**src/rtl/mhc_pkg.sv**
```systemverilog
`timescale 1ns / 1ps

package mhc_pkg;

    typedef enum logic [1:0] {
        MODE_MEASURE = 2'd0,
        MODE_CLEAR   = 2'd1,
        MODE_SAMPLE  = 2'd2,
        MODE_FINISH  = 2'd3
    } mode_t;

    // Rotator datapath widths: x/y hold the normalized vector plus the CORDIC gain,
    // z holds the angle in 1/256 centidegree.
    localparam int CW        = 37;
    localparam int ZW        = 25;
    localparam int ATAN_LEN  = 24;

    localparam logic [15:0]          RESET_TRIM = 16'd10633;
    localparam logic signed [ZW-1:0] HALF_TURN  = 25'sd4608000;

    typedef struct packed {
        logic valid;
        logic heading;
        logic calibrated;
        logic zero;
    } side_t;

    typedef struct packed {
        side_t                side;
        logic signed [CW-1:0] x;
        logic signed [CW-1:0] y;
        logic signed [ZW-1:0] z;
    } cordic_t;

    // atan(2^-i) in 1/256 centidegree
    function automatic logic signed [ZW-1:0] atan_entry(input int i);
        logic signed [ZW-1:0] a;
        case (i)
            0:       a = 25'sd1152000;
            1:       a = 25'sd680065;
            2:       a = 25'sd359328;
            3:       a = 25'sd182400;
            4:       a = 25'sd91554;
            5:       a = 25'sd45822;
            6:       a = 25'sd22916;
            7:       a = 25'sd11459;
            8:       a = 25'sd5730;
            9:       a = 25'sd2865;
            10:      a = 25'sd1432;
            11:      a = 25'sd716;
            12:      a = 25'sd358;
            13:      a = 25'sd179;
            14:      a = 25'sd90;
            15:      a = 25'sd45;
            16:      a = 25'sd22;
            17:      a = 25'sd11;
            18:      a = 25'sd6;
            19:      a = 25'sd3;
            20:      a = 25'sd1;
            21:      a = 25'sd1;
            default: a = 25'sd0;
        endcase
        return a;
    endfunction

endpackage

```
**src/rtl/mhc_norm.sv**
```systemverilog
`timescale 1ns / 1ps

module mhc_norm
    import mhc_pkg::*;
(
    input  logic               clk,
    input  logic               rst_n,
    input  logic               advance,
    input  side_t              side,
    input  logic signed [17:0] cy,
    input  logic signed [17:0] cz,
    input  logic signed [16:0] dy,
    input  logic signed [16:0] dz,
    output cordic_t            vec
);

    typedef struct packed {
        logic [34:0]        m;
        logic signed [34:0] x;
        logic signed [34:0] y;
    } norm_t;

    // shift left by s when the magnitude stays below 2^33 afterwards
    function automatic norm_t norm_step(input norm_t v, input int s);
        norm_t r;
        r = v;
        if (v.m < (35'd1 << (33 - s)))
        begin
            r.m = v.m << s;
            r.x = v.x <<< s;
            r.y = v.y <<< s;
        end
        return r;
    endfunction

    side_t              side2_reg, side3_reg, side3_next, side4_reg, side5_reg;
    logic signed [34:0] px_reg, px_next, py_reg, py_next;
    norm_t              v3_reg, v3_next, v4_reg, v4_next, v5_reg, v5_next;
    logic signed [ZW-1:0] z3_reg, z3_next, z4_reg, z5_reg;
    logic [34:0]        ax, ay;

    always_comb
    begin
        // cross-multiply instead of dividing by the spans
        px_next = 35'(cz) * 35'(dy);
        py_next = -(35'(cy) * 35'(dz));

        ax = px_reg[34] ? 35'(-px_reg) : 35'(px_reg);
        ay = py_reg[34] ? 35'(-py_reg) : 35'(py_reg);

        v3_next.m = (ax > ay) ? ax : ay;
        // fold the left half plane onto the right, starting from +/-180 degrees
        if (px_reg[34])
        begin
            v3_next.x = -px_reg;
            v3_next.y = -py_reg;
            z3_next   = py_reg[34] ? -HALF_TURN : HALF_TURN;
        end
        else
        begin
            v3_next.x = px_reg;
            v3_next.y = py_reg;
            z3_next   = '0;
        end
        side3_next      = side2_reg;
        side3_next.zero = (ax == '0) && (ay == '0);

        v4_next = norm_step(norm_step(v3_reg, 16), 8);
        v5_next = norm_step(norm_step(norm_step(norm_step(v4_reg, 4), 2), 1), 1);
    end

    always_ff @(posedge clk or negedge rst_n)
    begin
        if (!rst_n)
        begin
            side2_reg <= '0;
            side3_reg <= '0;
            side4_reg <= '0;
            side5_reg <= '0;
        end
        else if (advance)
        begin
            side2_reg <= side;
            side3_reg <= side3_next;
            side4_reg <= side3_reg;
            side5_reg <= side4_reg;
        end
    end

    always_ff @(posedge clk)
    begin
        if (advance)
        begin
            px_reg <= px_next;
            py_reg <= py_next;
            v3_reg <= v3_next;
            z3_reg <= z3_next;
            v4_reg <= v4_next;
            z4_reg <= z3_reg;
            v5_reg <= v5_next;
            z5_reg <= z4_reg;
        end
    end

    assign vec.side = side5_reg;
    assign vec.x    = CW'(v5_reg.x);
    assign vec.y    = CW'(v5_reg.y);
    assign vec.z    = z5_reg;

endmodule

```
**config.mk**
```make
export PLATFORM = sky130hd
export DESIGN_NAME = mhc_norm
export DESIGN_NICKNAME = d
export VERILOG_FILES = /design/src/rtl/mhc_pkg.sv /design/src/rtl/mhc_norm.sv
export SDC_FILE = /design/constraint.sdc
export NUM_CORES = 2
export LEC_CHECK = 0
export BUFFER_PORTS_ARGS = -buffer_cell sky130_fd_sc_hd__buf_2
export CELL_PAD_IN_SITES_DETAIL_PLACEMENT = 0
export CELL_PAD_IN_SITES_GLOBAL_PLACEMENT = 1
export CORE_ASPECT_RATIO = 0.9
export CORE_MARGIN = 2
export CORE_UTILIZATION = 35
export CTS_CLUSTER_SIZE = 30
export DETAILED_ROUTE_END_ITERATION = 10
export PLACE_DENSITY_LB_ADDON = 0.1
export SETUP_SLACK_MARGIN = 0.05
export SKIP_CTS_REPAIR_TIMING = 1
export SLEW_MARGIN = 20
export SYNTH_ARGS = -nofsm -noshare
export SYNTH_HDL_FRONTEND = slang
export SYNTH_SLANG_ARGS = --single-unit
```
**constraint.sdc**
```tcl
create_clock -name clk -period 13.8 [get_ports clk]
set_input_delay 3.45 -clock clk [delete_from_list [all_inputs] [get_ports clk]]
set_output_delay 3.45 -clock clk [all_outputs]
set_load 0.02 [all_outputs]
```
==> flow_summary.ini <==
[outcome]
status = complete, no violations

[yosys]
synthArstFlopShare_pct = 4.31
seq_area_frac_synth_pct = 24.9
yosys-top-cells-area = fa_1, edfxtp_1, ha_1, inv_1, mux2i_1
synth_cells = 4064
yosysTopAreaCell = fa_1
yosys_warnings = 0
synthFlopType = edfxtp_1
avgSynthCellArea_um2 = 10.3
ys_types = 76
synth_most_common_cell = inv_1
synth_commonest_cells = inv_1, fa_1, nand2_1
synth_top_area_share_pct = 29.6
ys_ff_latch = 348
synth-edff-count = 333
synth_area_um2 = 41700

[cts]
cts.clk_slew.worst_paths_ns = 0.06
cts_buffer_depth = 3
clock-sinks = 348
cts_root_buffer = clkbuf_16
cts.htree.levels = 2
cts_buffers = 42
clk_latency_ns = 0.60
cts_tree = done

[critical_path]
critical_path_class = primary input to flip-flop
cp_common_cell = fa_1
arrival_ns = 9.98
worstSetupEndpointType = flip-flop
crit_buf_inv = 5
critPathMaxFanout = 18
startpoint_type = primary input
critPathRequiredTime_ns = 14.10
path_cells = buf_2, nand2_1, inv_1, fa_1, fa_1, fa_1, inv_1, fa_1, fa_1, inv_1, fa_1, inv_1, ha_1, and3_1, and3_1, nor4b_1, o221ai_1, o21ai_0, and4_1, nor3_1
path_delay_family = adder cells
slowest_stage = fa_1
cp_slowest_stage_delay_ns = 0.57

[floorplan]
std_cell_rows = 120
initial_core_util_pct = 35.2
die_x_um = 368
ioPinCount = 180
die-area_um2 = 122000
coreArea_um2 = 118000
dieHeight_um = 331

[cells_and_area]
num-nets-final = 5028
syn_to_final_growth_pct = 8.61
finish.utilization_pct = 38.2
largest_reg_flops = 104
diodes = 0
drive_gt1_share_pct = 7.41

[global_routing]
grt_antenna_before_repair = 1
grt_pass1_vias = 29200
grt_pass1_wl_um = 173000
grtUsageTotal_pct = 17.9
grt-ovfl-total = 0
grt_start_max_net_pins = 96

[timing]
timing.final.ws_setup_ns = 4.12
tns_ns = 0
rsz0062_at_grt = no
finClkSkew_ns = 0.0402
slew_violations = 0
tightest_slew_ns = 1.00
slew_headroom_pct = 32.7
period_share_pct = 70.2
period_minus_slack_ns = 9.68
setup_viol = 0
max_freq_mhz = 103
hold_ws_ns = 0.418
hold_viol_final = 0

[route]
dr.first_iter.drc_count = 1297
drc = 0
first_pass_iters = 5
vias = 27600
wl_per_cell_um = 18.6
via_per_inst = 4.82
route.antenna.remaining_nets = 0
routed_wirelength_um = 107000

[placed_design]
post-dp-hpwl_um = 85300
dp_slack_ns = 3.40
portBuffers = 166
gp_congestion = 0.801

[flow_run]
drv_cap = 0

[hold_path]
min-delay-path-class = flip-flop to flip-flop
==> worst paths after layout <==
kind | startpoint | to | slack [ns] | cells past startpoint
hold reg to reg | z3_reg[23] | z4_reg[23] | 0.42 | 0
setup reg to reg | py_reg[0] | v3_reg[79] | 7.64 | 17
min in group asynchronous | rst_n | side4_reg[3] | 2.78 | 1
max in group asynchronous | rst_n | side3_reg[0] | 10.77 | 1
hold / removal | z3_reg[23] | z4_reg[23] | 0.42 | 0
setup / recovery | dz[3] | py_reg[34] | 4.12 | 20
==> cell families after synthesis <==
family          after synthesis  synth area share [%]
fa+ha+maj                   855                  36.8
buf+inv                     908                  8.48
other cells                   1               0.00900
compound gates              441                  6.71
simple gates               1091                  13.5
xor+xnor                    168                  3.53
flops                       348                  24.9
mux                         252                  6.12
==> stage by stage <==
stage / cell area (um^2) / std cells
2_1_floorplan: 41700 / 4075
3_3_place_gp: 43800 / 5637
3_5_place_dp: 43800 / 5637
4_1_cts: 45200 / 5713
5_1_grt: 45300 / 5714
6_report: 45300 / 5714
==> layout by cell type (no fill, tap or decap), drive strengths merged, types with 35 or more instances in the layout <==
cell	count
o21ai	141
ha	238
nand2	444
o31ai	35
clkbuf	49
buf	180
and2	338
nor2	101
edfxtp	333
xnor2	116
xor2	52
inv	705
mux2i	231
a211oi	36
a21oi	104
fa	617
==> per-layer routing <==
layer  routed length (um)  share of wire [%]  global-route usage, %
met1                53000                 50                   26.8
met2                48800                 46                   28.5
met3                 3690                3.5                   1.96
met4                 1050               0.99                   2.22
met5                    0                  0                      0
==> final cells by class <==
type	instances	area, um^2
clock buffer	49	1080
clock inverter	27	358
fill	12000	73200
inverter	705	2650
multi-input combinational	2819	27800
sequential	348	10400
tap	1586	1980
timing repair buffer	180	966
Power is not shown: default switching activity piles up to over one toggle a cycle in this logic, so the estimate is an artifact.
