===== src/rtl/mhc_pkg.sv =====
`timescale 1ns / 1ps

package mhc_pkg;

    typedef enum logic [1:0] {
        MODE_MEASURE = 2'd0,
        MODE_CLEAR   = 2'd1,
        MODE_SAMPLE  = 2'd2,
        MODE_FINISH  = 2'd3
    } mode_t;

    // Rotator datapath widths: x/y hold the normalized vector plus the CORDIC gain,
    // z holds the angle in 1/256 centidegree.
    localparam int CW        = 37;
    localparam int ZW        = 25;
    localparam int ATAN_LEN  = 24;

    localparam logic [15:0]          RESET_TRIM = 16'd10633;
    localparam logic signed [ZW-1:0] HALF_TURN  = 25'sd4608000;

    typedef struct packed {
        logic valid;
        logic heading;
        logic calibrated;
        logic zero;
    } side_t;

    typedef struct packed {
        side_t                side;
        logic signed [CW-1:0] x;
        logic signed [CW-1:0] y;
        logic signed [ZW-1:0] z;
    } cordic_t;

    // atan(2^-i) in 1/256 centidegree
    function automatic logic signed [ZW-1:0] atan_entry(input int i);
        logic signed [ZW-1:0] a;
        case (i)
            0:       a = 25'sd1152000;
            1:       a = 25'sd680065;
            2:       a = 25'sd359328;
            3:       a = 25'sd182400;
            4:       a = 25'sd91554;
            5:       a = 25'sd45822;
            6:       a = 25'sd22916;
            7:       a = 25'sd11459;
            8:       a = 25'sd5730;
            9:       a = 25'sd2865;
            10:      a = 25'sd1432;
            11:      a = 25'sd716;
            12:      a = 25'sd358;
            13:      a = 25'sd179;
            14:      a = 25'sd90;
            15:      a = 25'sd45;
            16:      a = 25'sd22;
            17:      a = 25'sd11;
            18:      a = 25'sd6;
            19:      a = 25'sd3;
            20:      a = 25'sd1;
            21:      a = 25'sd1;
            default: a = 25'sd0;
        endcase
        return a;
    endfunction

endpackage


===== src/rtl/mhc_front.sv =====
`timescale 1ns / 1ps

module mhc_front
    import mhc_pkg::*;
#(
    parameter int SAMPLE_BITS = 16
)
(
    input  logic               clk,
    input  logic               rst_n,
    input  logic               advance,
    input  logic               fire,
    input  logic [1:0]         mode,
    input  logic signed [15:0] raw_y,
    input  logic signed [15:0] raw_z,
    output side_t              side,
    output logic signed [17:0] cy,
    output logic signed [17:0] cz,
    output logic signed [16:0] dy,
    output logic signed [16:0] dz
);

    localparam logic signed [15:0] LOW_RST  = 16'((1 << (SAMPLE_BITS - 1)) - 1);
    localparam logic signed [15:0] HIGH_RST = 16'(-(1 << (SAMPLE_BITS - 1)));

    logic signed [15:0] y_low_reg, y_low_next, y_high_reg, y_high_next;
    logic signed [15:0] z_low_reg, z_low_next, z_high_reg, z_high_next;
    logic               seen_reg, seen_next;
    logic signed [16:0] y_cs_reg, y_cs_next, z_cs_reg, z_cs_next;
    logic [15:0]        y_span_reg, y_span_next, z_span_reg, z_span_next;

    side_t              side_reg, side_next;
    logic signed [17:0] cy_reg, cy_next, cz_reg, cz_next;
    logic signed [16:0] dy_reg, dy_next, dz_reg, dz_next;

    logic signed [15:0] ry, rz;
    mode_t              m;

    always_comb
    begin
        ry = 16'($signed(raw_y[SAMPLE_BITS-1:0]));
        rz = 16'($signed(raw_z[SAMPLE_BITS-1:0]));
        m  = mode_t'(mode);

        y_low_next  = y_low_reg;
        y_high_next = y_high_reg;
        z_low_next  = z_low_reg;
        z_high_next = z_high_reg;
        seen_next   = seen_reg;
        y_cs_next   = y_cs_reg;
        z_cs_next   = z_cs_reg;
        y_span_next = y_span_reg;
        z_span_next = z_span_reg;

        if (fire)
        begin
            case (m)
                MODE_CLEAR:
                begin
                    y_low_next  = LOW_RST;
                    y_high_next = HIGH_RST;
                    z_low_next  = LOW_RST;
                    z_high_next = HIGH_RST;
                    seen_next   = 1'b0;
                end
                MODE_SAMPLE:
                begin
                    if (ry < y_low_reg)  y_low_next  = ry;
                    if (ry > y_high_reg) y_high_next = ry;
                    if (rz < z_low_reg)  z_low_next  = rz;
                    if (rz > z_high_reg) z_high_next = rz;
                    seen_next = 1'b1;
                end
                MODE_FINISH:
                begin
                    if (seen_reg)
                    begin
                        y_cs_next   = 17'(y_low_reg) + 17'(y_high_reg);
                        z_cs_next   = 17'(z_low_reg) + 17'(z_high_reg);
                        y_span_next = 16'(y_high_reg - y_low_reg);
                        z_span_next = 16'(z_high_reg - z_low_reg);
                    end
                    else
                    begin
                        y_cs_next   = '0;
                        z_cs_next   = '0;
                        y_span_next = '0;
                        z_span_next = '0;
                    end
                end
                default: ;
            endcase
        end

        // center on twice the raw value; an axis with no span divides by 2
        cy_next = (18'(ry) <<< 1) - 18'(y_cs_reg);
        cz_next = (18'(rz) <<< 1) - 18'(z_cs_reg);
        dy_next = (y_span_reg != '0) ? $signed({1'b0, y_span_reg}) : 17'sd2;
        dz_next = (z_span_reg != '0) ? $signed({1'b0, z_span_reg}) : 17'sd2;

        side_next.valid      = fire;
        side_next.heading    = (m == MODE_MEASURE);
        side_next.calibrated = (y_span_next != '0) && (z_span_next != '0);
        side_next.zero       = 1'b0;
    end

    always_ff @(posedge clk or negedge rst_n)
    begin
        if (!rst_n)
        begin
            y_low_reg  <= LOW_RST;
            y_high_reg <= HIGH_RST;
            z_low_reg  <= LOW_RST;
            z_high_reg <= HIGH_RST;
            seen_reg   <= 1'b0;
            y_cs_reg   <= '0;
            z_cs_reg   <= '0;
            y_span_reg <= '0;
            z_span_reg <= '0;
            side_reg   <= '0;
        end
        else
        begin
            y_low_reg  <= y_low_next;
            y_high_reg <= y_high_next;
            z_low_reg  <= z_low_next;
            z_high_reg <= z_high_next;
            seen_reg   <= seen_next;
            y_cs_reg   <= y_cs_next;
            z_cs_reg   <= z_cs_next;
            y_span_reg <= y_span_next;
            z_span_reg <= z_span_next;
            if (advance)
                side_reg <= side_next;
        end
    end

    always_ff @(posedge clk)
    begin
        if (advance)
        begin
            cy_reg <= cy_next;
            cz_reg <= cz_next;
            dy_reg <= dy_next;
            dz_reg <= dz_next;
        end
    end

    assign side = side_reg;
    assign cy   = cy_reg;
    assign cz   = cz_reg;
    assign dy   = dy_reg;
    assign dz   = dz_reg;

    a_trackers_ordered: assert property (@(posedge clk) disable iff (!rst_n)
        seen_reg |-> (y_low_reg <= y_high_reg) && (z_low_reg <= z_high_reg))
        else $error("tracker low above high after a sample");

    a_trackers_idle: assert property (@(posedge clk) disable iff (!rst_n)
        !seen_reg |-> (y_low_reg == LOW_RST) && (y_high_reg == HIGH_RST)
                      && (z_low_reg == LOW_RST) && (z_high_reg == HIGH_RST))
        else $error("trackers moved without a sample");

    a_divisor_positive: assert property (@(posedge clk) disable iff (!rst_n)
        side_reg.valid |-> (dy_reg > 17'sd0) && (dz_reg > 17'sd0))
        else $error("axis scale not positive");

endmodule


===== config.mk =====
export PLATFORM = sky130hd
export DESIGN_NAME = mhc_front
export DESIGN_NICKNAME = d
export VERILOG_FILES = /design/src/rtl/mhc_pkg.sv /design/src/rtl/mhc_front.sv
export SDC_FILE = /design/constraint.sdc
export NUM_CORES = 1
export LEC_CHECK = 0
export BUFFER_PORTS_ARGS = -buffer_cell sky130_fd_sc_hd__buf_2
export CAP_MARGIN = 20
export CELL_PAD_IN_SITES_DETAIL_PLACEMENT = 1
export CELL_PAD_IN_SITES_GLOBAL_PLACEMENT = 2
export CORE_UTILIZATION = 30
export CTS_CLUSTER_DIAMETER = 60
export DETAILED_ROUTE_END_ITERATION = 10
export PLACE_DENSITY_LB_ADDON = 0.25
export SYNTH_ARGS = -nofsm -noshare
export SYNTH_HDL_FRONTEND = slang
export SYNTH_SLANG_ARGS = --single-unit

===== constraint.sdc =====
create_clock -name clk -period 7.8 [get_ports clk]
set_input_delay 0 -clock clk [delete_from_list [all_inputs] [get_ports clk]]
set_output_delay 0 -clock clk [all_outputs]
set_load 0.02 [all_outputs]

==> impl_metrics.ini, run 1 <==
[yosys]
synth-compound-area-share_pct = 19.1
synth-warning-count = 0
synthXorXnorAreaFrac_pct = 3.96
syn_area_um2 = 13300
yosys.area_share.adder_pct = 16.2
synth_top_family_by_area = compound AO/OA/AOI/OAI gates
ys_types = 89
synthArstFlopShare_pct = 66.3
yosys.area_share.simple_pct = 11.8
synth_mux_area_share_pct = 1.60
synth_seq_area_share_pct = 40.9
ys_seq_elements = 202
ys.flop_type = dfrtp_1
synth_cells = 1338
avgSynthCellArea_um2 = 9.93
synth-edff-count = 68

[job]
drv_cap = 0

[global_routing]
overflow = 0
antenna_found_initial = 1
grt.total_usage_pct = 18.7
grt_pass1_vias = 11000
grt_max_degree = 82
grt_pass1_wl_mm = 64.5

[critical_path]
cpMaxStageDelayCell = nand2_2
criticalPathCategory = primary input to flop
crit_path_start_kind = primary input
critical_path.max_stage_delay_ps = 860
critical_path_required_ps = 8250
worstPathArrival_ps = 4130
cp_common_cell = nor4_1
endpoint_kind = flop
path_cells = dlygate4sd3_1, buf_2, ha_1, and2_1, buf_4, nand2_2, o21ai_0, nor4_1, or3b_1, a2111oi_1, nand4bb_1, nor4_1, a211oi_1
worstPathMaxFanout = 42

[die]
num_io_pins = 112
initial_utilization_pct = 30.6
core_um2 = 43400
die_area_um2 = 45100
die_x_um = 212
fp.dieH_um = 212
fp-row-count = 76

[layout]
drive_gt1_share_pct = 15.1
final_common_cell = ha_1
layout_common_cells = ha_1, inv_1, buf_2
nets = 1654
area_growth_syn_to_layout_pct = 18.1
n_fill_cell = 4943
num_antenna_cells = 0

[route]
drtIter0Drc = 335
drc = 0
vias = 10300
wl_per_cell_um = 20.0
final_antenna_net_count = 0
viasPerCell = 5.02
dr.pass1.iters = 4
totalWireLength_mm = 41.2

[cts]
h-tree-depth = 1
cts_buffer_depth = 3
path_clk_slew_ps = 60
cts_made_buffers = 31
cts_root_buffer = clkbuf_16
clk_latency_ps = 580
clock_sinks = 202
cts_tree = done

[placed_design]
dp_hpwl_mm = 30.8
pre_cts_slack_ps = 4040
portBuffers = 108
gp_congestion = 0.779

[sta]
drv_slew = 0
final.setup.tns_ps = 0
timing.final.crit_share_pct = 47.2
finalWorstSetupSlack_ps = 4120
fin_worst_skew_ps = 20.2
min_period_ps = 3680
finalHoldViolations = 0
rsz0062_at_grt = false
slew_headroom_pct = 27.8
worstMarginPinSlew_ps = 1080
finalSetupViolCount = 0
max_freq_mhz = 272

[worst_hold_path]
hold_path_class = primary input to asynchronous set/reset pin

[power]
power.density_nw_per_um2 = 313
p_leak_nw = 7.16
ir_drop_v = 0.000173

[status]
status = finished clean
[report_power, final]
group          internal (W)  switching [W]
Combinational      0.000804        0.00117
Clock              0.000812       0.000558
Sequential          0.00140       0.000158
[cell type report]
type	instances	area, µm²	area share (%)
clock inverter	20	188	1.20
sequential	202	5440	34.7
timing repair buffer	154	991	6.32
inverter	138	518	3.30
multi-input combinational	921	7010	44.7
clock buffer	37	808	5.15
tap	585	732	4.67
[timing repair]
item	4_1_cts	5_1_grt
resized for setup	0	0
hold endpoints to repair	178	0
setup buffers	0	0
hold buffers	37	0
[metrics by stage]
stage	total power, W	hold slack, ps	utilization (%)	std cells	instance area, µm²
after floorplan	0.00295	-296	-	1340	13300
after global placement	0.00352	131	33.0	1962	14300
after detailed placement	0.00356	140	33.0	1963	14300
after CTS	0.00498	105	36.2	2057	15700
after global routing	0.00526	143	36.2	2057	15700
final	0.00491	82.8	36.2	2057	15700
[worst max-delay path: cells and delay by family]
kind | cells | cell delay, ps
fa+ha+maj | 1 | 210
buf+inv | 3 | 970
simple gates | 6 | 2040
compound gates | 3 | 880
[final timing paths]
path,from,endpoint,slack [ps],cells past startpoint
worst min register to register,z_span_reg[15],dz[15],500,0
worst min-delay path,rst_n,z_cs_reg[7],80,2
worst max-delay path,mode[0],side[1],4120,13
worst max register to register,seen_reg,side[1],4230,8
max in group asynchronous,rst_n,y_cs_reg[10],6440,3
min in group clk,raw_y[0],y_high_reg[0],270,4
[Yosys cell counts (19+ instances only)]
cell | instances | area [µm²]
edfxtp_1 | 68 | 2040
nor2_1 | 66 | 248
o22ai_1 | 24 | 150
clkbuf_1 | 61 | 229
inv_1 | 137 | 514
o21ai_0 | 59 | 295
a21oi_1 | 62 | 310
a21o_1 | 22 | 165
xnor2_1 | 46 | 403
nor2b_1 | 26 | 163
o21a_1 | 24 | 180
mux2i_1 | 19 | 190
nor3_1 | 34 | 170
dfrtp_1 | 102 | 2550
o22a_1 | 31 | 272
ha_1 | 162 | 2030
dfstp_2 | 32 | 841
nand2_1 | 84 | 315
[per-layer routing]
layer	routed length (µm)	GRT usage, %
met1	19500	24.8
met2	19800	32.2
met3	1080	1.99
met4	871	5.01
met5	0	0
[kinds of logic (layout without fill, tap and decap cells)]
logic type                 count (synthesis)  in the layout
adders and majority gates                168            168
DFF                                      202            202
AOI/OAI and AO/OA                        354            354
muxes                                     21             21
other                                      1              3
xor gates and xnor gates                  60             60
buffers and inverters                    217            349
and+or+nand+nor                          315            315
Power figures use the tool's default switching activity.
==> run 2: changes to the inputs <==
- ABC_AREA: not set -> 1
- clock period: 7.8 -> 3.24 ns (I/O delays scaled with it)
==> impl_metrics.ini, run 2 <==
[status]
status = complete, but fails checks
violations = design-rule violations

[sta]
finalHoldViolations = 0
slew_headroom_pct = 47.3
finalSetupViolCount = 0
max_freq_mhz = 370
rsz0062_at_grt = false
drv_slew = 0
min_period_ps = 2700
final.setup.tns_ps = 0
fin_worst_skew_ps = 11.4
worstMarginPinSlew_ps = 790
timing.final.crit_share_pct = 83.4

[placed_design]
dp_hpwl_mm = 36.4
dpl_cell_area_um2 = 15500
portBuffers = 108
gp_congestion = 0.858

[layout]
regArea_um2 = 5440
layout_common_cells = nand2_1, inv_1, ha_1
num_antenna_cells = 0
stdcell_area_um2 = 16800
multi_input_area_um2 = 7560
drive_gt1_share_pct = 13.7
nets = 2164
final_common_cell = nand2_1
n_fill_cell = 5704
area_growth_syn_to_layout_pct = 17.0

[yosys]
synthArstFlopShare_pct = 66.3
synth_top_cell_by_area = dfrtp_1
yosysMostFrequentCell = nand2_1
ys.flop_type = dfrtp_1
synth_cells = 1839
synth_top_area_share_pct = 17.8
avgSynthCellArea_um2 = 7.81
synth-edff-count = 68
ys_seq_elements = 202
synthTopCellsByCount = nand2_1, inv_1, ha_1
syn_area_um2 = 14400
ys_top_cells_by_area = dfrtp_1, edfxtp_1, ha_1
ys_types = 53
synth-warning-count = 0
synth_seq_area_share_pct = 37.9

[job]
drv_cap = 0

[power]
power.density_nw_per_um2 = 695
p_leak_nw = 8.47
ir_drop_v = 0.000459

[cts]
clk_latency_ps = 560
clock_sinks = 202
cts_tree = done
path_clk_slew_ps = 60
cts_root_buffer = clkbuf_16
cts_buffer_depth = 3
cts_made_buffers = 28
postCtsSetupRepairBufs = 0
h-tree-depth = 1

[critical_path]
path_cells = inv_1, ha_1, inv_2, a21oi_1, nand2_1, nand2_1, nand2_1, a21oi_2, o21ai_1, o21ai_0, o21ai_0
critPathTopFamily = compound AO/OA/AOI/OAI gates
cp_num_cells = 11
critical_path.max_stage_delay_ps = 540
worstPathMaxFanout = 9
r2r_start = y_low_reg[2]
critical_path_required_ps = 3650
endpoint_kind = flop
criticalPathCategory = flop to flop
cp-startpoint = y_low_reg[2]
worstPathArrival_ps = 3110
cp_num_buf_inv = 2
cp_common_cell = nand2_1
crit_path_start_kind = flop
r2r_cells = 11
cpMaxStageDelayCell = dfstp_2

[route]
dr.pass1.iters = 7
vias = 12400
viasPerCell = 4.80
wl_per_cell_um = 18.1
drtIter0Drc = 527
totalWireLength_mm = 46.9
final_antenna_net_count = 0
drc = 8

[worst_hold_path]
hold_path_class = primary input to asynchronous set/reset pin

[global_routing]
grt_pass1_wl_mm = 73.0
overflow = 0
antenna_found_initial = 0
grt.total_usage_pct = 19.6
grt_pass1_vias = 12700
grt_max_degree = 74

[die]
num_io_pins = 112
initial_utilization_pct = 30.6
core_um2 = 46900
fp.dieH_um = 221
die_x_um = 221
die_area_um2 = 48700
fp-row-count = 79
[run 2: power by group]
part | internal, W | switching [W]
sequential | 0.00347 | 0.000363
clock | 0.00200 | 0.00125
combinational | 0.00154 | 0.00306
total | 0.00701 | 0.00467
[run 2: cell type report]
class	instances	area share, %
well taps	607	4.52
flip-flops and latches	202	32.3
multi-input cells	1296	45.0
clock inverters	16	1.17
clock buffers	36	4.59
repair buffers	165	6.46
inverters	265	5.92
[run 2: worst paths after layout]
check / endpoint / slack [ps]
max reg2reg: y_cs_reg[7] / 540
max in group asynchronous: y_low_reg[9] / 2310
min: z_cs_reg[11] / 50
max: y_cs_reg[7] / 540
min in group clk: z_low_reg[15] / 320
min reg2reg: dz[3] / 450
[run 2: per-stage QoR]
step                total power [W]  util, %  hold slack (ps)  cells  setup slack, ps
floorplan                   0.00698        -             -296   1841             1180
global placement            0.00835     33.0             90.9   2497              586
detailed placement          0.00843     33.0             99.2   2497              569
CTS                          0.0118     35.9             53.0   2587              547
global route                 0.0125     35.9              107   2587              298
finish                       0.0117     35.9             54.1   2587              537
[run 2: routing by layer]
layer	track usage [%]	vias up	wire, µm
met4	4.13	0	718
li1	-	6202	-
met2	28.7	180	19200
met5	0	-	0
met3	2.35	42	1730
met1	30.3	5988	25200
[run 2: logic make-up (layout without fill, tap and decap cells)]
logic type / Yosys count / in the layout / share of synthesized area (%)
XOR/XNOR: 33 / 33 / 2.01
AO/OA/AOI/OAI: 273 / 273 / 10.6
adder cells (fa/ha/maj): 168 / 168 / 15.0
flip-flops: 202 / 202 / 37.9
AND/OR/NAND/NOR: 819 / 819 / 24.9
buffers and inverters: 343 / 482 / 9.59
other: 1 / 3 / 0.0261
[run 2: what timing repair did]
item	4_1_cts	5_1_grt
hold buffers	38	0
resized for setup	0	0
endpoints found under the hold margin	145	0
[run 2: worst register-to-register path, stage by stage, from the launching register on]
cell and delay [ps]:
dfstp_2 540, inv_1 70, ha_1 490, inv_2 70, a21oi_1 140, nand2_1 120
nand2_1 140, nand2_1 80, a21oi_2 180, o21ai_1 120, o21ai_0 420, o21ai_0 170
==> run 3: changes to the inputs <==
- clock period: 3.24 -> 2.6 ns (I/O delays scaled with it)
==> impl_metrics.ini, run 3 (synthesized netlist as in run 2, its figures left out) <==
[die]
core_um2 = 46900
num_io_pins = 112
die_x_um = 221
fp-row-count = 79
die_area_um2 = 48700
fp.dieH_um = 221
initial_utilization_pct = 30.6

[layout]
n_fill_cell = 5651
fin_cells = 2653
regArea_um2 = 5440
final_common_cell = nand2_1
layout_common_cells = nand2_1, inv_1, ha_1
num_antenna_cells = 0
drive_gt1_share_pct = 18.8
area_growth_syn_to_layout_pct = 22.5
stdcell_area_um2 = 17600
multi_input_area_um2 = 7770
nets = 2228

[power]
p_total_w = 0.0152
switching_share_pct = 40.1
power.density_nw_per_um2 = 861
p_leak_nw = 8.80
seqPwrFrac_pct = 31.5
internal_power_w = 0.00908
ir_drop_v = 0.000510
pwr-share-clk_pct = 27.8
power.switching_w = 0.00607
p_comb_share_pct = 40.7

[critical_path]
endpoint_kind = flop
path_cells = inv_1, ha_1, nand2_1, inv_1, nand2_1, nand2_1, a21oi_1, nand3_1, nand3_2, nand2_2, nor2_2, nand2_1, nor2_1, nand2_2, nand3_1, nand2_1
critical_path_required_ps = 3060
crit_path_start_kind = flop
criticalPathCategory = flop to flop
worstPathArrival_ps = 2910
cpMaxStageDelayCell = dfstp_2
critical_path.max_stage_delay_ps = 550
worstPathMaxFanout = 7
cp_common_cell = nand2_1

[status]
status = complete, but fails checks
violations = design-rule violations

[cts]
clock_sinks = 202
cts_root_buffer = clkbuf_16
cts_made_buffers = 30
clk_latency_ps = 580
cts_tree = done
h-tree-depth = 1
path_clk_slew_ps = 60
cts_buffer_depth = 3

[route]
wl_per_cell_um = 18.3
dr.pass1.iters = 7
drtIter0Drc = 569
final_antenna_net_count = 0
viasPerCell = 4.80
vias = 12700
totalWireLength_mm = 48.5
drc = 8

[sta]
rsz0062_at_grt = true
fin_worst_skew_ps = 13.8
finalSetupViolCount = 0
slew_headroom_pct = 32.9
drv_slew = 0
timing.final.crit_share_pct = 94.2
finalHoldViolations = 0
max_freq_mhz = 408
holdWs_ps = 85.2
worstMarginPinSlew_ps = 1010
min_period_ps = 2450
finalWorstSetupSlack_ps = 150

[placed_design]
dp_cells = 2557
dp_hpwl_mm = 37.5
gp_congestion = 0.841
portBuffers = 108
dpl_cell_area_um2 = 15900
pre_cts_slack_ps = -159

[global_routing]
grt_pass1_vias = 13300
grt.total_usage_pct = 20.3
overflow = 0
grt_max_degree = 72
antenna_found_initial = 0
grt_pass1_wl_mm = 76.5

[worst_hold_path]
hold_path_class = primary input to asynchronous set/reset pin

[job]
drv_cap = 0
==> run 3: cell types whose count changed in the layout (fill, tap and decap cells not counted), sizes merged <==
cell / delta
buf: +63
bufinv: -2
clkbuf: -1
clkinv: +2
clkinvlp: +1
dlygate4sd3: -1
inv: +4
==> run 3: path summary, 6_finish.rpt <==
path                       slack [ps]  cells after the start           from            end
max                               150                     16  y_low_reg[12]        side[1]
min                                90                      2          rst_n   z_low_reg[8]
max reg2reg                       150                     16  y_low_reg[12]        side[1]
min reg2reg                       450                      0  z_span_reg[2]          dz[2]
max in group asynchronous        2110                      3          rst_n  y_low_reg[14]
min in group clk                  120                      1        advance         cz[11]
==> run 3: metal layers <==
metal,track usage [%],wire length (µm),part of all wire [%],vias up
met5,0,0,0,-
met4,4.34,806,1.7,0
met2,30.6,20300,42,204
met3,2.42,2060,4.3,43
met1,30.9,25300,52,6134
li1,-,-,-,6341
==> run 3: metrics by stage <==
step	TNS [ps]	util, %
finish	0	37.5
CTS	0	37.1
global placement	-119	34.0
global route	-99.2	37.5
detailed placement	-159	34.0
floorplan	0	-
==> run 3: area by class of cell <==
cell class,instances,share of cell area (%)
clock buffers,35,4.73
multi-input cells,1296,44.1
flip-flops and latches,202,30.9
inverters,265,5.65
repair buffers,227,9.08
well taps,607,4.32
clock inverters,21,1.16
==> run 3: repair_timing <==
item                       4_1_cts  5_1_grt
setup endpoints to repair        1       27
pin swaps                        0        2
hold buffers                    38        0
resized for setup                7       47
setup buffers                    0        2
hold endpoints to repair       187        0
==> run 3: power by group through the flow <==
| stage | clock [W] | sequential, W | combinational [W] |
|---|---|---|---|
| finish | 0.00421 | 0.00477 | 0.00617 |
| global route | 0.00445 | 0.00487 | 0.00695 |
| CTS | 0.00434 | 0.00478 | 0.00609 |
| detailed placement | 0 | 0.00482 | 0.00595 |
| global placement | 0 | 0.00479 | 0.00587 |
| floorplan | 0 | 0.00512 | 0.00358 |
==> run 3: critical path: cells and delay by family, from the launching register on <==
| kind | cells | cell delay [ps] |
|---|---|---|
| AO/OA/AOI/OAI | 1 | 160 |
| AND/OR/NAND/NOR | 12 | 1090 |
| adder cells (fa/ha/maj) | 1 | 410 |
| buffers and inverters | 2 | 130 |
| flip-flops | 1 | 550 |
