[src/rtl/mhc_pkg.sv]
`timescale 1ns / 1ps

package mhc_pkg;

    typedef enum logic [1:0] {
        MODE_MEASURE = 2'd0,
        MODE_CLEAR   = 2'd1,
        MODE_SAMPLE  = 2'd2,
        MODE_FINISH  = 2'd3
    } mode_t;

    // Rotator datapath widths: x/y hold the normalized vector plus the CORDIC gain,
    // z holds the angle in 1/256 centidegree.
    localparam int CW        = 37;
    localparam int ZW        = 25;
    localparam int ATAN_LEN  = 24;

    localparam logic [15:0]          RESET_TRIM = 16'd10633;
    localparam logic signed [ZW-1:0] HALF_TURN  = 25'sd4608000;

    typedef struct packed {
        logic valid;
        logic heading;
        logic calibrated;
        logic zero;
    } side_t;

    typedef struct packed {
        side_t                side;
        logic signed [CW-1:0] x;
        logic signed [CW-1:0] y;
        logic signed [ZW-1:0] z;
    } cordic_t;

    // atan(2^-i) in 1/256 centidegree
    function automatic logic signed [ZW-1:0] atan_entry(input int i);
        logic signed [ZW-1:0] a;
        case (i)
            0:       a = 25'sd1152000;
            1:       a = 25'sd680065;
            2:       a = 25'sd359328;
            3:       a = 25'sd182400;
            4:       a = 25'sd91554;
            5:       a = 25'sd45822;
            6:       a = 25'sd22916;
            7:       a = 25'sd11459;
            8:       a = 25'sd5730;
            9:       a = 25'sd2865;
            10:      a = 25'sd1432;
            11:      a = 25'sd716;
            12:      a = 25'sd358;
            13:      a = 25'sd179;
            14:      a = 25'sd90;
            15:      a = 25'sd45;
            16:      a = 25'sd22;
            17:      a = 25'sd11;
            18:      a = 25'sd6;
            19:      a = 25'sd3;
            20:      a = 25'sd1;
            21:      a = 25'sd1;
            default: a = 25'sd0;
        endcase
        return a;
    endfunction

endpackage

[src/rtl/mhc_cordic_cell.sv]
`timescale 1ns / 1ps

module mhc_cordic_cell
    import mhc_pkg::*;
#(
    parameter int                   STEP = 0,
    parameter logic signed [ZW-1:0] ATAN = '0
)
(
    input  logic    clk,
    input  logic    rst_n,
    input  logic    advance,
    input  cordic_t din,
    output cordic_t dout
);

    cordic_t              cell_reg, cell_next;
    logic signed [CW-1:0] xs, ys;

    always_comb
    begin
        xs = din.x >>> STEP;
        ys = din.y >>> STEP;
        cell_next.side = din.side;
        // rotate toward the x axis
        if (din.y > 0)
        begin
            cell_next.x = din.x + ys;
            cell_next.y = din.y - xs;
            cell_next.z = din.z + ATAN;
        end
        else
        begin
            cell_next.x = din.x - ys;
            cell_next.y = din.y + xs;
            cell_next.z = din.z - ATAN;
        end
    end

    always_ff @(posedge clk or negedge rst_n)
    begin
        if (!rst_n)
            cell_reg <= '0;
        else if (advance)
            cell_reg <= cell_next;
    end

    assign dout = cell_reg;

endmodule

[config.mk]
export PLATFORM = sky130hd
export DESIGN_NAME = mhc_cordic_cell
export DESIGN_NICKNAME = d
export VERILOG_FILES = /design/src/rtl/mhc_pkg.sv /design/src/rtl/mhc_cordic_cell.sv
export SDC_FILE = /design/constraint.sdc
export NUM_CORES = 1
export LEC_CHECK = 0
export BUFFER_PORTS_ARGS = -buffer_cell sky130_fd_sc_hd__buf_2
export CAP_MARGIN = 40
export CORE_MARGIN = 2
export CORE_UTILIZATION = 57
export CTS_CLUSTER_SIZE = 8
export DETAILED_ROUTE_END_ITERATION = 6
export MAX_ROUTING_LAYER = met4
export PLACE_DENSITY = 0.82
export SLEW_MARGIN = 40
export SYNTH_ARGS = -nofsm -noshare
export SYNTH_HDL_FRONTEND = slang
export SYNTH_SLANG_ARGS = --single-unit
[constraint.sdc]
create_clock -name clk -period 1 [get_ports clk]
set_input_delay 0 -clock clk [delete_from_list [all_inputs] [get_ports clk]]
set_output_delay 0 -clock clk [all_outputs]
set_load 0.01 [all_outputs]
==> results of run 1 <==
routing by layer:
metal  overflow  track usage
met1          9        0.851
met2        186         1.02
met3         12        0.764
met4        159        0.972
met5          -            -
cells by family after synthesis:
logic type,Yosys count
flops,102
xor+xnor,55
buf+inv,187
mux,55
compound gates,455
fa+ha+maj,119
simple gates,360
what timing repair did:
action                                  4_1_cts
gates cloned                                  2
hold buffers                                 30
pin swaps                                   129
buffers inserted                             43
resized for setup                           231
endpoints found under the setup margin       73
hold endpoints to repair                    131
stage by stage:
step	instances	setup TNS [ns]	util	cell area, um2	setup WS, ns
CTS	2224	-77.49	0.979	17700	-1.35
detailed placement	2137	-109.75	0.870	15700	-1.80
global placement	2137	-105.87	0.870	15700	-1.74
floorplan	1333	-68.39	-	11300	-1.38
==> impl_metrics.env, run 1 <==
export IMPL_status="stopped before the end"
export IMPL_haltStage="5_1_grt"
export IMPL_error="[ERROR GRT-0116] Global routing finished with congestion. Check the congestion regions in the DRC Viewer."
export IMPL_row_count=49
export IMPL_grt_max_degree=49
export IMPL_synthMuxAreaShare=0.0570
export IMPL_synthAdderAreaFrac=0.143
export IMPL_synth_area_leaders="dfrtp_1 24%, ha_1 14%, a21oi_1 8.3%"
export IMPL_ys_flop_type="dfrtp_1"
export IMPL_synth_top_area_frac=0.242
export IMPL_h_tree_depth=3
export IMPL_grtUsageTotal=0.898
export IMPL_async_reset_ff_frac=1.00
export IMPL_ys_seq_area_frac=0.242
export IMPL_synthXorXnorAreaFrac=0.0456
export IMPL_ios=209
export IMPL_synth_nets=1558
export IMPL_yosys_area_top_type="dfrtp_1"
export IMPL_synth_compound_area_frac=0.280
export IMPL_synth_most_common_cell="a21oi_1"
export IMPL_synth_edf_count=0
export IMPL_yosys_area_share_simple=0.164
export IMPL_syn_inst=1333
export IMPL_grt_pass1_vias=20400
export IMPL_io_buffers=208
export IMPL_ys_warnings_count=0
export IMPL_yosysUniqueCellTypes=79
export IMPL_cts_buffers=9
export IMPL_ys_ff_latch=102
export IMPL_grt_pass1_wl_mm=134
export IMPL_clk_path_buf_depth=2
export IMPL_synth_area_um2=10600
export IMPL_cts_sinks=102
export IMPL_grt_overflow_total=366
export IMPL_cts_root_buffer="clkbuf_16"
export IMPL_dpl_hpwl_mm=39.0
export IMPL_syn_avg_cell_area_um2=7.92
export IMPL_start_util=0.584
export IMPL_ys_top_cells_by_count="176 x a21oi_1, 118 x nor2_1, 116 x ha_1, 113 x inv_1, 102 x dfrtp_1"
export IMPL_fp_dieH_um=140
export IMPL_fp_dieW_um=140
export IMPL_place_congestion=1.09
export IMPL_synth_top_family_by_area="compound AO/OA/AOI/OAI gates"
==> run 2, diff against run 1 <==
CORE_UTILIZATION = 40   (was 57)
CTS_CLUSTER_SIZE = not set   (was 8)
MAX_ROUTING_LAYER = not set   (was met4)
PLACE_DENSITY = not set   (was 0.82)
PLACE_DENSITY_LB_ADDON = 0.15   (was not set)
==> impl_metrics.env, run 2 <==
export IMPL_final_max_slew_viol_count=0
export IMPL_violations="setup timing"
export IMPL_start_kind="primary input"
export IMPL_drt_iter0_drc=1172
export IMPL_finalWirelength_mm=50.6
export IMPL_dpl_cell_count=2263
export IMPL_min_period_over_period=2.36
export IMPL_maxCapViolations=0
export IMPL_drtAntennaViolNets=0
export IMPL_yosys_area_top_type="dfrtp_1"
export IMPL_synth_top_area_frac=0.242
export IMPL_crit_path_end_kind="flop"
export IMPL_finalHoldViolCount=0
export IMPL_ys_top_cells_by_count="176 x a21oi_1, 118 x nor2_1, 116 x ha_1, 113 x inv_1, 102 x dfrtp_1"
export IMPL_final_cell_mix="449 x buf_4, 189 x buf_2, 121 x a21oi_1"
export IMPL_critical_path_required_ns=1.26
export IMPL_vias=13300
export IMPL_grt_max_degree=39
export IMPL_setup_violations_final=73
export IMPL_synth_area_um2=10600
export IMPL_peakVddDrop_uv=915
export IMPL_worst_slack_ns=-1.36
export IMPL_place_ws_ns=-1.83
export IMPL_largest_reg_flops=102
export IMPL_ios=209
export IMPL_dpl_hpwl_mm=37.0
export IMPL_powerDensity_nw_per_um2=1120
export IMPL_final_area_um2=19300
export IMPL_critical_path_arrival_ns=2.63
export IMPL_max_freq_ghz=0.423
export IMPL_clk_path_buf_depth=2
export IMPL_place_congestion=1.00
export IMPL_status="complete, but fails checks"
export IMPL_grt_overflow_total=0
export IMPL_worstSkewPairLatency_ns=0.37
export IMPL_layout_commonest_cell="buf_4"
export IMPL_start_util=0.406
export IMPL_dr_pass1_iters=6
export IMPL_die_area_um2=27700
export IMPL_synth_most_common_cell="a21oi_1"
export IMPL_fp_dieW_um=166
export IMPL_grtUsageTotal=0.344
export IMPL_ys_seq_area_frac=0.242
export IMPL_grt_pass1_vias=13200
export IMPL_row_count=59
export IMPL_cts_buffers=9
export IMPL_layout_drive_gt1_share=0.544
export IMPL_viasPerCell=5.59
export IMPL_wire_per_inst_um=21.2
export IMPL_power_mw=21.5
export IMPL_cts_sinks=102
export IMPL_slew_limit_headroom=0.544
export IMPL_syn_avg_cell_area_um2=7.92
export IMPL_h_tree_depth=3
export IMPL_fin_tns_setup_ns=-79.05
export IMPL_syn_inst=1333
export IMPL_clk_pin_slew_worst_paths_ns=0.08
export IMPL_yosysUniqueCellTypes=79
export IMPL_synth_edf_count=0
export IMPL_p_leak_nw=9.07
export IMPL_cts_root_buffer="clkbuf_16"
export IMPL_min_path_type="primary input to asynchronous set/reset pin"
export IMPL_final_cells=2389
export IMPL_grt_pass1_wl_mm=74.8
export IMPL_core_um2=26000
export IMPL_synth_area_leaders="dfrtp_1 24%, ha_1 14%, a21oi_1 8.3%"
export IMPL_io_buffers=208
export IMPL_tightest_slew_ns=0.678
export IMPL_nets=2274
export IMPL_antenna_cells=0
export IMPL_cts_tree="built"
export IMPL_ys_warnings_count=0
export IMPL_area_growth_pct=82.7
export IMPL_async_reset_ff_frac=1.00
export IMPL_drcViolationCount=0
export IMPL_rsz0062_at_grt="yes"
export IMPL_fp_dieH_um=166
export IMPL_ys_flop_type="dfrtp_1"
export IMPL_fin_crit_ns=2.36
export IMPL_crit_fanout=4
export IMPL_synth_nets=1558
export IMPL_criticalPathCategory="primary input to flop"
export IMPL_final_util=0.742
export IMPL_finalClockSkew_ns=0
export IMPL_hold_slack_ns=0.0289
export IMPL_placed_area_um2=16000
export IMPL_ys_ff_latch=102
export IMPL_antenna_found_initial=1
==> run 2: final timing paths <==
path	start	end	slack [ns]	cells past startpoint
hold / removal	rst_n	dout[3]	0.03	2
setup reg to reg	dout[35]	dout[35]	-0.01	2
setup / recovery	din[26]	dout[93]	-1.36	13
max in group asynchronous	rst_n	dout[19]	0.51	3
min in group clk	din[98]	dout[98]	0.04	4
hold reg to reg	dout[95]	dout[95]	0.50	1
==> run 2: per-layer routing <==
| layer | vias to the layer above | wire [um] | GRT usage |
|---|---|---|---|
| met5 | - | 70 | 0.0157 |
| met4 | 4 | 2070 | 0.130 |
| met3 | 142 | 4030 | 0.0722 |
| met2 | 645 | 23200 | 0.556 |
| met1 | 6378 | 21300 | 0.451 |
| li1 | 6178 | - | - |
==> run 2: logic make-up after synthesis <==
kind of cell             Yosys count  synth area share
XOR/XNOR                          55            0.0456
AND/OR/NAND/NOR                  360             0.164
buffers and inverters            187            0.0686
AO/OA/AOI/OAI                    455             0.280
flip-flops                       102             0.242
multiplexers                      55            0.0570
adder cells (fa/ha/maj)          119             0.143
==> run 2: critical path, cell delays in order <==
cell,delay (ns)
buf_8,0.09
clkinvlp_4,0.12
ha_4,0.27
nor2b_4,0.13
o21bai_4,0.18
a21oi_4,0.08
o41a_1,0.50
o211ai_1,0.30
buf_4,0.22
a21oi_4,0.10
o211ai_1,0.27
nand3_1,0.11
a31o_2,0.25
==> run 2: cell type report <==
| class | instances | area (um2) |
|---|---|---|
| clock buffers | 9 | 225 |
| clock inverters | 7 | 116 |
| fillers | 1881 | 6690 |
| inverters | 115 | 493 |
| multi-input cells | 1044 | 9340 |
| flip-flops and latches | 102 | 2550 |
| well taps | 335 | 419 |
| repair buffers | 777 | 6150 |
==> run 2: timing repair <==
item / 4_1_cts / 5_1_grt
setup endpoints to repair: 73 / 74
pin swaps: 175 / 139
endpoints found under the hold margin: 131 / 0
resized for setup: 305 / 145
hold buffers: 30 / 0
buffers inserted: 67 / 35
gates cloned: 4 / 0
==> run 2: power by group <==
part	internal (mW)	total [mW]	switching (mW)
clock	2.28	4.32	2.04
combinational	5.80	11.9	6.05
sequential	4.86	5.35	0.492
total	12.9	21.5	8.59
Note: power is estimated with default switching activity, not from simulation.
==> run 3, diff against run 2 <==
SETUP_SLACK_MARGIN = 0.2   (was not set)
SKIP_LAST_GASP = 1   (was not set)
==> impl_metrics.env, run 3 (same netlist as run 2, synthesis figures left out) <==
export IMPL_fp_dieH_um=166
export IMPL_worstSkewPairLatency_ns=0.36
export IMPL_worst_hold_path_endpoint="dout[62]"
export IMPL_viasPerCell=5.67
export IMPL_row_count=59
export IMPL_rsz0062_at_grt="yes"
export IMPL_critical_path_slowest_cell="or4_4"
export IMPL_slowest_delay_ns=0.55
export IMPL_place_congestion=0.997
export IMPL_dr_wl_met3_mm=4.13
export IMPL_final_cells=2433
export IMPL_wl_met2_mm=24.1
export IMPL_fp_dieW_um=166
export IMPL_fin_crit_ns=2.34
export IMPL_antenna_cells=0
export IMPL_start_util=0.406
export IMPL_p_leak_nw=9.33
export IMPL_crit_fanout=4
export IMPL_slew_limit_headroom=0.583
export IMPL_power_switching_mw=8.70
export IMPL_power_frac_seq=0.244
export IMPL_p_clk_frac=0.189
export IMPL_clk_path_buf_depth=2
export IMPL_worstPathCellList="buf_12, inv_12, ha_4, or4_4, or3_4, a31oi_4, o31ai_4, o21a_4, o31ai_4, a21oi_2, xnor2_2, a21oi_1"
export IMPL_dpl_hpwl_mm=37.4
export IMPL_critical_path_arrival_ns=2.58
export IMPL_max_freq_ghz=0.428
export IMPL_reg2reg_depth=2
export IMPL_cts_sinks=102
export IMPL_finalHoldViolCount=0
export IMPL_reg2reg_slack_ns=0
export IMPL_met1_length_mm=21.6
export IMPL_grtUsageTotal=0.342
export IMPL_grt_pass1_wl_mm=74.8
export IMPL_reg2reg_to="dout[35]"
export IMPL_nets=2318
export IMPL_swShare=0.394
export IMPL_internal_power_mw=13.4
export IMPL_r2r_start="dout[35]"
export IMPL_antenna_found_initial=0
export IMPL_io_buffers=208
export IMPL_maxCapViolations=0
export IMPL_worst_slack_ns=-1.34
export IMPL_finalClockSkew_ns=0
export IMPL_grt_pass1_vias=13400
export IMPL_top_layer="met4"
export IMPL_die_area_um2=27700
export IMPL_dpl_cell_count=2275
export IMPL_setup_violations_final=75
export IMPL_layout_drive_gt1_share=0.547
export IMPL_power_mw=22.1
export IMPL_h_tree_depth=3
export IMPL_wire_per_inst_um=21.3
export IMPL_min_period_over_period=2.34
export IMPL_area_growth_pct=86.5
export IMPL_cts_tree="built"
export IMPL_critical_path_required_ns=1.24
export IMPL_crit_top_cell="o31ai_4"
export IMPL_final_cell_mix="501 x buf_4, 168 x buf_2, 121 x a21oi_1"
export IMPL_grt_max_degree=67
export IMPL_final_max_slew_viol_count=0
export IMPL_tightest_slew_ns=0.617
export IMPL_hold_slack_ns=0.0245
export IMPL_violations="setup timing"
export IMPL_hold_path_depth=4
export IMPL_cts_buffers=9
export IMPL_vias=13800
export IMPL_grt_overflow_total=0
export IMPL_status="complete, but fails checks"
export IMPL_peakVddDrop_uv=1090
export IMPL_cts_root_buffer="clkbuf_16"
export IMPL_layout_commonest_cell="buf_4"
export IMPL_dr_pass1_iters=5
export IMPL_core_um2=26000
export IMPL_hold_start="din[62]"
export IMPL_min_path_type="primary input to flop"
export IMPL_drcViolationCount=0
export IMPL_finalWirelength_mm=51.9
export IMPL_largest_reg_flops=102
export IMPL_clk_pin_slew_worst_paths_ns=0.07
export IMPL_drtAntennaViolNets=0
export IMPL_criticalPathCategory="primary input to flop"
export IMPL_start_kind="primary input"
export IMPL_final_area_um2=19700
export IMPL_combPwrFrac=0.567
export IMPL_powerDensity_nw_per_um2=1120
export IMPL_ios=209
export IMPL_crit_path_end_kind="flop"
export IMPL_drt_iter0_drc=1418
export IMPL_placed_area_um2=16100
==> run 3: per-stage QoR <==
stage           util  setup slack [ns]  setup TNS [ns]
2_1_floorplan      -             -1.38          -68.39
3_3_place_gp   0.618             -1.87         -117.31
3_5_place_dp   0.618             -1.96         -120.31
4_1_cts        0.714             -1.30          -78.15
5_1_grt        0.758             -1.40          -87.91
6_report       0.758             -1.34          -83.61
==> run 3: how the worst max path moves through the flow <==
stage	end	slack (ns)	startpoint	cells past startpoint
6_report	dout[49]	-1.34	din[34]	12
3_3_place_gp	dout[82]	-1.87	din[36]	12
3_5_place_dp	dout[98]	-1.96	din[36]	14
4_1_cts	dout[86]	-1.30	din[34]	12
2_1_floorplan	dout[86]	-1.38	din[34]	11
5_1_grt	dout[86]	-1.40	din[34]	12
==> run 3: routing by layer <==
| layer | vias to the layer above | global-route usage |
|---|---|---|
| li1 | 6264 | - |
| met1 | 6611 | 0.463 |
| met2 | 762 | 0.557 |
| met3 | 160 | 0.0523 |
| met4 | 0 | 0.115 |
| met5 | - | 0 |
==> run 3: what timing repair did <==
action,CTS,global route
endpoints found under the hold margin,131,0
endpoints found under the setup margin,175,178
cloned,6,0
buffers inserted,65,40
pin swaps,143,143
gates resized for setup,275,164
hold buffers,31,0
==> run 3: power by group through the flow <==
stage	logic [mW]	clock network, mW	registers [mW]
after global placement	9.45	0	5.37
after floorplan	4.38	0	5.67
final	12.5	4.18	5.38
after detailed placement	9.53	0	5.39
after global routing	13.2	4.28	5.45
after CTS	11.1	4.18	5.33
==> run 3: final cells by class <==
| class | count | area [um2] |
|---|---|---|
| clock inverter | 5 | 82.6 |
| timing repair buffer | 821 | 6660 |
| inverter | 115 | 490 |
| clock buffer | 11 | 233 |
| tap | 335 | 419 |
| multi-input combinational | 1044 | 9260 |
| sequential | 102 | 2550 |
| fill | 1787 | 6290 |
==> run 3: worst max-delay path: cells and delay by family <==
kind / cells / cell delay [ns]
and+or+nand+nor: 2 / 0.90
adders and majority gates: 1 / 0.19
buffers and inverters: 2 / 0.15
AOI/OAI and AO/OA: 6 / 1.10
xor gates and xnor gates: 1 / 0.23
==> run 4, diff against run 3 <==
PLACE_DENSITY_LB_ADDON = 0.08   (was 0.15)
==> impl_metrics.env, run 4 (same netlist as run 2, synthesis figures left out) <==
export IMPL_status="complete, but fails checks"
export IMPL_violations="setup timing"
export IMPL_critical_path_slowest_cell="a2111o_1"
export IMPL_area_growth_pct=77.9
export IMPL_io_buffers=208
export IMPL_vias=13100
export IMPL_place_congestion=0.964
export IMPL_clk_path_buf_depth=2
export IMPL_grt_pass1_vias=13000
export IMPL_tightest_slew_ns=0.699
export IMPL_crit_top_cell="buf_6"
export IMPL_largest_reg_flops=102
export IMPL_fin_tns_setup_ns=-79.64
export IMPL_slew_limit_headroom=0.530
export IMPL_antenna_found_initial=0
export IMPL_p_leak_nw=8.92
export IMPL_layout_drive_gt1_share=0.515
export IMPL_drtAntennaViolNets=0
export IMPL_criticalPathCategory="primary input to flop"
export IMPL_antenna_cells=0
export IMPL_layout_commonest_cell="buf_4"
export IMPL_fillCellCount=1973
export IMPL_dr_pass1_iters=7
export IMPL_grtUsageTotal=0.330
export IMPL_min_path_type="primary input to flop"
export IMPL_viasPerCell=5.48
export IMPL_final_max_slew_viol_count=0
export IMPL_final_cell_mix="471 x buf_4, 168 x buf_2, 130 x a21oi_1"
export IMPL_ios=209
export IMPL_drt_iter0_drc=1115
export IMPL_wire_per_inst_um=20.1
export IMPL_peakVddDrop_uv=1110
export IMPL_min_period_over_period=2.35
export IMPL_finalHoldViolCount=0
export IMPL_worstPathCellList="buf_6, buf_6, ha_4, fa_2, nand2b_4, a2111o_1, a31oi_4, buf_6, nor3_4, nor4_2, buf_4, nor2_4, o31ai_4, a2111o_1, nand2_1"
export IMPL_max_freq_ghz=0.425
export IMPL_core_um2=26000
export IMPL_critical_path_required_ns=1.30
export IMPL_fp_dieW_um=166
export IMPL_nets=2272
export IMPL_die_area_um2=27700
export IMPL_fp_dieH_um=166
export IMPL_h_tree_depth=3
export IMPL_start_util=0.406
export IMPL_worstSkewPairLatency_ns=0.36
export IMPL_multi_input_comb_area_um2=8850
export IMPL_area_sequential_um2=2550
export IMPL_hold_path_depth=3
export IMPL_clk_pin_slew_worst_paths_ns=0.08
export IMPL_reg2reg_depth=2
export IMPL_grt_overflow_total=0
export IMPL_worst_slack_ns=-1.35
export IMPL_final_util=0.723
export IMPL_maxCapViolations=0
export IMPL_finalWirelength_mm=47.9
export IMPL_powerDensity_nw_per_um2=1110
export IMPL_crit_path_end_kind="flop"
export IMPL_drcViolationCount=0
export IMPL_crit_fanout=4
export IMPL_start_kind="primary input"
export IMPL_setup_violations_final=73
export IMPL_cts_root_buffer="clkbuf_16"
export IMPL_row_count=59
export IMPL_slowest_delay_ns=0.41
export IMPL_grt_max_degree=44
export IMPL_cts_tree="built"
export IMPL_dpl_hpwl_mm=36.8
export IMPL_finalClockSkew_ns=0
export IMPL_cts_buffers=9
export IMPL_cts_sinks=102
export IMPL_grt_pass1_wl_mm=72.3
export IMPL_critical_path_arrival_ns=2.65
export IMPL_rsz0062_at_grt="yes"
export IMPL_fin_crit_ns=2.35
[run 4: cell count changes in the layout (fill, tap and decap cells not counted), moves of 7 or more]
cell     delta
xnor2_2     -8
buf_6       -7
buf_12      -7
a21oi_1     +9
buf_4      -30
xnor2_1     +9
[run 4: path summary, 6_finish.rpt]
| path | from | to | slack (ns) |
|---|---|---|---|
| setup / recovery | din[62] | dout[96] | -1.35 |
| hold / removal | advance | dout[50] | 0.007 |
| setup reg to reg | dout[96] | dout[96] | 0.05 |
| hold reg to reg | dout[91] | dout[91] | 0.49 |
| max in group asynchronous | rst_n | dout[95] | 0.44 |
| min in group asynchronous | rst_n | dout[6] | 0.04 |
[run 4: critical path, delay by kind of cell]
| kind | cells | cell delay, ns |
|---|---|---|
| adders and majority gates | 2 | 0.53 |
| AOI/OAI and AO/OA | 4 | 0.89 |
| buffers and inverters | 4 | 0.51 |
| and+or+nand+nor | 5 | 0.72 |
[run 4: layout make-up]
cell class              count  share of cell area
repair buffers            775               0.328
well taps                 335              0.0223
inverters                 115              0.0261
multi-input cells        1044               0.471
clock inverters             6             0.00400
clock buffers              10              0.0127
flip-flops and latches    102               0.136
[run 4: stage by stage]
stage	std cells	instance area [um2]	setup slack, ns	power, mW	hold slack [ns]
global route	2387	18800	-1.39	21.9	0.0108
global placement	2246	15800	-1.84	14.6	-0.104
floorplan	1333	11300	-1.38	10.0	-0.296
CTS	2365	18100	-1.28	20.1	0.00180
finish	2387	18800	-1.35	20.9	0.00698
detailed placement	2246	15800	-1.85	14.7	-0.105
[run 4: repair_timing]
action	4_1_cts	5_1_grt
pin swaps	143	80
hold endpoints to repair	132	0
gates cloned	3	1
resized for setup	236	111
buffers inserted	69	21
endpoints found under the setup margin	175	176
hold buffers	31	0
[run 4: metal layers]
| metal | up-vias | track usage | routed length (um) |
|---|---|---|---|
| met5 | - | 0 | 0 |
| met2 | 570 | 0.533 | 21800 |
| met3 | 66 | 0.0392 | 3190 |
| li1 | 6169 | - | - |
| met1 | 6284 | 0.467 | 21700 |
| met4 | 0 | 0.0930 | 1230 |
[run 4: power by group]
| group | switching, mW | total, mW | internal, mW |
|---|---|---|---|
| clock network | 1.96 | 4.02 | 2.06 |
| registers | 0.535 | 5.40 | 4.86 |
| logic | 5.71 | 11.5 | 5.79 |
